$ cat config.mk
export PLATFORM = sky130hd
export DESIGN_NAME = sma_div
export DESIGN_NICKNAME = d
export VERILOG_FILES = /design/src/hdl/sma_pkg.sv /design/src/hdl/sma_div.sv
export SDC_FILE = /design/constraint.sdc
export NUM_CORES = 1
export LEC_CHECK = 0
export BUFFER_PORTS_ARGS = -buffer_cell sky130_fd_sc_hd__buf_2
export CORE_ASPECT_RATIO = 1.1
export CORE_MARGIN = 5
export CORE_UTILIZATION = 50
export DETAILED_ROUTE_END_ITERATION = 7
export GPL_TIMING_DRIVEN = 0
export PLACE_DENSITY = 0.73
export SYNTH_ARGS = -nofsm -noshare
export SYNTH_HDL_FRONTEND = slang
export SYNTH_SLANG_ARGS = --single-unit
export TNS_END_PERCENT = 1
$ cat constraint.sdc
create_clock -name i_clk -period 4.8 [get_ports i_clk]
set_clock_uncertainty 0.05 [all_clocks]
set_input_delay 0.96 -clock i_clk [delete_from_list [all_inputs] [get_ports i_clk]]
set_output_delay 0.96 -clock i_clk [all_outputs]
set_load 0.05 [all_outputs]
$ cat src/hdl/sma_pkg.sv
// ----------------------------------------------------------------------------
// sma_pkg - shared types and codes for the stack machine ALU
// Command, status and word types used by the sequencer and the divider.
// ----------------------------------------------------------------------------
package sma_pkg;

    localparam int unsigned DATA_W  = 64;
    localparam int unsigned COUNT_W = 9;

    typedef enum logic [3:0] {
        CMD_PUSH = 4'd0,
        CMD_POP  = 4'd1,
        CMD_SWAP = 4'd2,
        CMD_DUP  = 4'd3,
        CMD_ADD  = 4'd4,
        CMD_SUB  = 4'd5,
        CMD_MUL  = 4'd6,
        CMD_DIV  = 4'd7,
        CMD_CMP  = 4'd8,
        CMD_NEG  = 4'd9
    } t_cmd;

    typedef enum logic [1:0] {
        ST_OK    = 2'd0,
        ST_UNDER = 2'd1,
        ST_OVER  = 2'd2,
        ST_DIVZ  = 2'd3
    } t_status;

    typedef struct packed {
        logic [3:0]         cmd;
        logic signed [63:0] push_value;
    } t_in_word;

    typedef struct packed {
        logic signed [63:0] top_value;
        logic [8:0]         stack_count;
        logic [1:0]         status;
    } t_out_word;

    typedef enum logic [3:0] {
        S_IDLE,
        S_RD1,
        S_RD2,
        S_EXEC,
        S_MUL,
        S_DIV,
        S_WR,
        S_WR2,
        S_RDT,
        S_OUT
    } t_state;

    typedef struct packed {
        logic        start;
        logic [63:0] num;
        logic [63:0] den;
    } t_div_req;

    typedef struct packed {
        logic        done;
        logic [63:0] quot;
    } t_div_rsp;

endpackage

$ cat src/hdl/sma_div.sv
// ----------------------------------------------------------------------------
// sma_div - signed 64-bit divider
// Restoring division, one quotient bit a cycle, truncating toward zero.
// ----------------------------------------------------------------------------
module sma_div (
    input  logic              i_clk,
    input  logic              i_rst_n,
    input  sma_pkg::t_div_req i_req,
    output sma_pkg::t_div_rsp o_rsp
);
    import sma_pkg::*;

    logic [63:0] r_q, n_q;
    logic [63:0] r_rem, n_rem;
    logic [63:0] r_den, n_den;
    logic [6:0]  r_cnt, n_cnt;
    logic        r_busy, n_busy;
    logic        r_neg, n_neg;
    logic        r_done, n_done;
    logic [64:0] w_trial;
    logic [64:0] w_shift;

    always_comb begin
        n_q    = r_q;
        n_rem  = r_rem;
        n_den  = r_den;
        n_cnt  = r_cnt;
        n_busy = r_busy;
        n_neg  = r_neg;
        n_done = 1'b0;
        w_shift = {r_rem, r_q[63]};
        w_trial = w_shift - {1'b0, r_den};
        if (i_req.start) begin
            n_q    = i_req.num[63] ? (64'd0 - i_req.num) : i_req.num;
            n_den  = i_req.den[63] ? (64'd0 - i_req.den) : i_req.den;
            n_rem  = '0;
            n_cnt  = 7'd0;
            n_busy = 1'b1;
            n_neg  = i_req.num[63] ^ i_req.den[63];
        end else if (r_busy) begin
            // shift in one numerator bit, subtract when it fits
            if (!w_trial[64]) begin
                n_rem = w_trial[63:0];
                n_q   = {r_q[62:0], 1'b1};
            end else begin
                n_rem = w_shift[63:0];
                n_q   = {r_q[62:0], 1'b0};
            end
            n_cnt = r_cnt + 7'd1;
            if (r_cnt == 7'd63) begin
                n_busy = 1'b0;
                n_done = 1'b1;
            end
        end
    end

    always_ff @(posedge i_clk) begin
        if (!i_rst_n) begin
            r_busy <= 1'b0;
            r_done <= 1'b0;
        end else begin
            r_busy <= n_busy;
            r_done <= n_done;
        end
        r_q   <= n_q;
        r_rem <= n_rem;
        r_den <= n_den;
        r_cnt <= n_cnt;
        r_neg <= n_neg;
    end

    assign o_rsp.done = r_done;
    assign o_rsp.quot = r_neg ? (64'd0 - r_q) : r_q;

    a_done_after_busy: assert property (@(posedge i_clk) disable iff (!i_rst_n)
        r_done |-> !r_busy) else $error("divider done while busy");
    a_start_busy: assert property (@(posedge i_clk) disable iff (!i_rst_n)
        i_req.start |=> r_busy) else $error("divider did not start");
    a_done_pulse: assert property (@(posedge i_clk) disable iff (!i_rst_n)
        r_done |=> !r_done) else $error("done held two cycles");

endmodule

* Word level (Yosys, flattened, before mapping)
Index checks and enable logic that the tools add are counted.
Storage, ports and cells: register bits 202, latch bits 0, RAM bits 0, memory bits (read-only) 0, bits of input ports 131, output and inout port bits 65, word-level logic and storage cells 30, memories 0
Cells by class: add/subtract/negate cells 5, multiply operators 0, divide/modulo/power cells 0, $lt $le $gt $ge 0, equality and inequality tests 1, shifts and indexed selects 0, mux-type cells 11, bitwise logic cells 3, reduce and logical (&&, ||, !) cells 2
Operators by type and width (count):
- $mux W64 | 5
- $sub A1 B64 Y64 const A | 3
- $sub A65 B64 Y65 | 1
- $mux W63 | 1
- $add A7 B1 Y7 const B | 1
- $eq A7 B6 Y1 const B | 1
- $mux W1 | 5
- $reduce_or A3 Y1 | 1
- $not A1 Y1 | 2
- $reduce_bool A2 Y1 | 1
- $xor A1 B1 Y1 | 1

* Longest topological paths before layout
word-level depth 4, depth in mapped cells 15, depth with buffers taken out 13

* Worst setup path before layout
OpenSTA, ideal clock, no wires.
kind register -> output, start point register r_q[19], end point output o_rsp[59] in the netlist's numbering, data arrival time 4.030 ns, required time 3.790 ns, setup slack -0.240 ns, cell stages (with the launch flop) 11, path buffers 1, path through edfxtp_1 or4_4 or4_4 or3_4 or3_1 buf_2 or3_4 or3_4 or3_1 o41ai_2 xnor2_1
RTL lines:
- from (decl) | line sma_div.sv:13 | logic [63:0] r_q, n_q;
- from (signal assigned) | line sma_div.sv:65 | r_q <= n_q;
- to (decl) | line sma_div.sv:9 | output sma_pkg::t_div_rsp o_rsp

==> summary.md <==
| Metric | Value |
|---|---|
| Fin. max-slew vios | 0 |
| CTS clk-pin slew, worst paths | 60 ps |
| Share of power burned in combinational logic | 37.1% |
| CTS tree | yes |
| Root Buffer | clkbuf_16 |
| LEAKAGE | 0.00707 µW |
| Final setup viols | 27 |
| # DRC | 0 |
| Ys flop type | edfxtp_1 |
| Failing checks | setup timing |
| 1st-pass router iterations | 5 |
| Period Utilization, post-route | 116% |
| Fin util | 58.8% |
| Initial core utilization | 50.5% |
| Die Y | 196 µm |
| Number of antenna violations at the first check in global routing | 0 |
| NetSw | 2530 µW |
| Vias | 15.3k |
| WP data required | 3790 ps |
| WP buf/inv | 2 |
| First-pass GRT wire length | 75.6 mm |
| Top fanout value on the critical path | 6 |
| F_max | 179 MHz |
| Post-route setup slack | -780 ps |
| Clock latency on the worst-skew pair | 520 ps |
| Starting DRT DRC Count | 1,156 |
| Hold Path Stages | 2 |
| Vias/cell | 5.94 |
| Synth warn | 0 |
| Max VDD drop | 0.302 mV |
| Min Clock Period, post-route | 5580 ps |
| Final Net Count | 2,338 |
| Final Hold Violating Endpoints | 0 |
| Final hold slack | 439 ps |
| Worst Hold End | r_rem[2] |
| Syn_nets | 2,115 |
| Global Route Usage Sum | 26.3% |
| Antenna Nets Post-Route | 0 |
| Total clock sinks | 202 |
| RSZ-0062 raised after global routing | true |
| Library cells used by synthesis | 65 |
| Worst r2r path cells | 15 |
| Longest Clk Path Bufs | 3 |
| Register share of total power | 33.4% |
| Register area share after synthesis | 33.8% |
| Net Sw Frac | 38.0% |
| Reg2reg start | r_q[63] |
| Slew at the pin with the worst max-slew slack | 988 ps |
| Fillers | 2,849 |
| Core Area | 31,200 µm² |
| Row count | 68 |
| Crit path arrival time | 4570 ps |
| Async set-reset flop share out of synthesis | 0% |
| Startpoint Class | flop |
| Internal power | 4120 µW |
| Cell family with most CP delay | simple AND/OR/NAND/NOR gates |
| Gate Count Post-Synth | 1,915 |
| Grt ovf | 0 |
| Area grow syn2layout | 16.4% |
| IO buf count | 194 |
| Max-slew headroom | 34.2% |
| Routed wire per std cell | 18.8 µm |
| R2r endpoint | r_rem[45] |
| H-tree levels | 1 |
| Number of synthesized flops with an enable pin | 129 |
| Register bit total from synthesis | 202 |
| Synth Cell Area | 15,800 µm² |
| Crit-path max cell delay | 560 ps |
| Post-CTS Hold Buffers | 0 |
| Final Power | 6640 µW |
| Vias in the first global route | 14.6k |
| CP dominant cell by count | or3_4 |
| Clock share of power | 29.4% |
| Worst path slowest cell | or4_4 |
| Syn_area_per_cell | 8.23 µm² |
| DP HPWL | 37.3 mm |
| Routed Wire Length | 48.3 mm |
| Die width | 179 µm |
| Ant. Diodes | 0 |
| Status | finished, violations left |
| Pwr/cell area | 362 nW/µm² |
| Crit path cell chain | or4_4 -> or4_4 -> or3_4 -> or3_1 -> buf_2 -> or3_4 -> or3_4 -> or3_4 -> o21ai_0 -> xnor2_2 -> buf_4 |
| R2r setup slk | -80 ps |
| Total CTS buffers | 24 |
| MaxCap Viol Count | 0 |
| CP Capture Type | primary output |
| Placer Congestion | 0.962 |
| Die area | 35,200 µm² |
| Hold_sp | r_rem[1] |
| Largest net degree at the start of global routing | 67 |
| Io pins | 196 |
| Hold Crit Class | flop to flop |
| Layout cells sized above 1 | 13.4% |
| Setup CP Type | flop to primary output |
| Dpl ws | -1220 ps |
## per-layer routing
metal / up-vias / track usage, % / part of all wire, %
li1: 7386 / - / -
met5: - / 0 / 0
met1: 7264 / 33.5 / 41
met2: 571 / 46.0 / 49
met4: 0 / 9.20 / 3.5
met3: 92 / 2.89 / 6.5
## power by group through the flow
| stage | sequential, µW | clock [µW] | combinational, µW |
|---|---|---|---|
| after floorplan | 2200 | 0 | 1780 |
| after global placement | 2250 | 0 | 2370 |
| after detailed placement | 2250 | 0 | 2390 |
| after CTS | 2220 | 1990 | 2440 |
| after global routing | 2240 | 2070 | 2680 |
| final | 2220 | 1950 | 2470 |
## cell families after synthesis
kind of cell               after synthesis  share of synthesized area, %
AOI/OAI and AO/OA                      536                          22.2
muxes                                    3                         0.190
xor gates and xnor gates               243                          13.5
and+or+nand+nor                        657                          19.8
buffers and inverters                  205                          4.98
adders and majority gates               69                          5.52
DFF                                    202                          33.8
## worst register-to-register path, cell delays in order, from the launching register on
cell	delay, ps
edfxtp_1	470
inv_1	70
ha_1	230
fa_1	390
nand2b_1	190
a21oi_1	250
o21ai_1	220
o31ai_2	520
o31ai_2	230
o21ai_2	310
a21oi_1	250
xor2_1	480
clkbuf_2	390
buf_2	300
nand2_1	110
a311oi_1	320
## sequential cells by signal, indices dropped and copies added (netlist names)
name and flops:
r_done 1, r_busy 1, r_rem 64, r_den 64, r_q 64, r_cnt 7, r_neg 1
## final cells by class
type                       count  area (µm²)  area share, %
buffer                       109         432           2.35
clock buffer                  35         703           3.83
clock inverter                 9         153          0.832
inverter                      96         360           1.96
multi-input combinational   1508        9790           53.3
sequential                   202        5340           29.1
tap                          420         526           2.86
timing repair buffer         197        1050           5.72
## how the worst max path moves through the flow
stage / from / to / depth (start not counted)
after detailed placement: r_q[63] / r_rem[38] / 15
after global placement: r_q[63] / r_rem[48] / 15
final: r_q[18] / o_rsp[57] / 11
after CTS: r_q[18] / o_rsp[59] / 11
after global routing: r_q[18] / o_rsp[59] / 11
after floorplan: r_q[18] / o_rsp[59] / 10
## cells in the mapped netlist (all sizes together), types with 4 or more instances
library cell	number	area, µm²
o21bai	17	128
or3	50	333
a21oi	150	751
o221ai	4	35.0
xor2	81	709
xnor2	162	1420
nor2b	7	43.8
nand2	213	800
a31oi	6	37.5
inv	96	360
and2	7	43.8
a211oi	5	37.5
nor3	33	170
nor2	198	743
edfxtp	129	3870
or4	32	251
nand3	24	120
o21a	11	82.6
a21o	36	270
a21boi	4	30.0
nor4	12	75.1
o41ai	27	251
nand4	29	181
nor3b	4	30.0
ha	68	851
o21ai	124	621
a311oi	57	499
dfxtp	73	1460
o31ai	63	483
and3	4	25.0
and4	4	35.0
buf	9	48.8
o211ai	5	37.5
nand2b	23	144
or2	10	62.6
clkbuf	100	375
## per-stage QoR
step	instance area, µm²	setup TNS, ps	cells
after floorplan	15800	-75.7	1915
after global placement	17300	-60570	2529
after detailed placement	17300	-65410	2529
after CTS	18300	-8120	2576
after global routing	18300	-19220	2576
final	18300	-8270	2576
## repair_timing
item | CTS | global route
pin swaps | 3 | 0
gates resized for setup | 37 | 4
setup endpoints to repair | 86 | 85
buffers inserted | 3 | 0
## cells in the final DEF, fill, tap and decap left out, drive strengths merged, types with 17 or more instances in the layout
master  count
nand2     213
buf       206
nor2      198
xnor2     162
a21oi     150
clkbuf    135
edfxtp    129
o21ai     124
inv        96
xor2       81
dfxtp      73
ha         68
o31ai      63
a311oi     57
or3        50
a21o       36
nor3       33
or4        32
nand4      29
o41ai      27
nand3      24
nand2b     23
o21bai     17
Power figures use the tool's default switching activity.
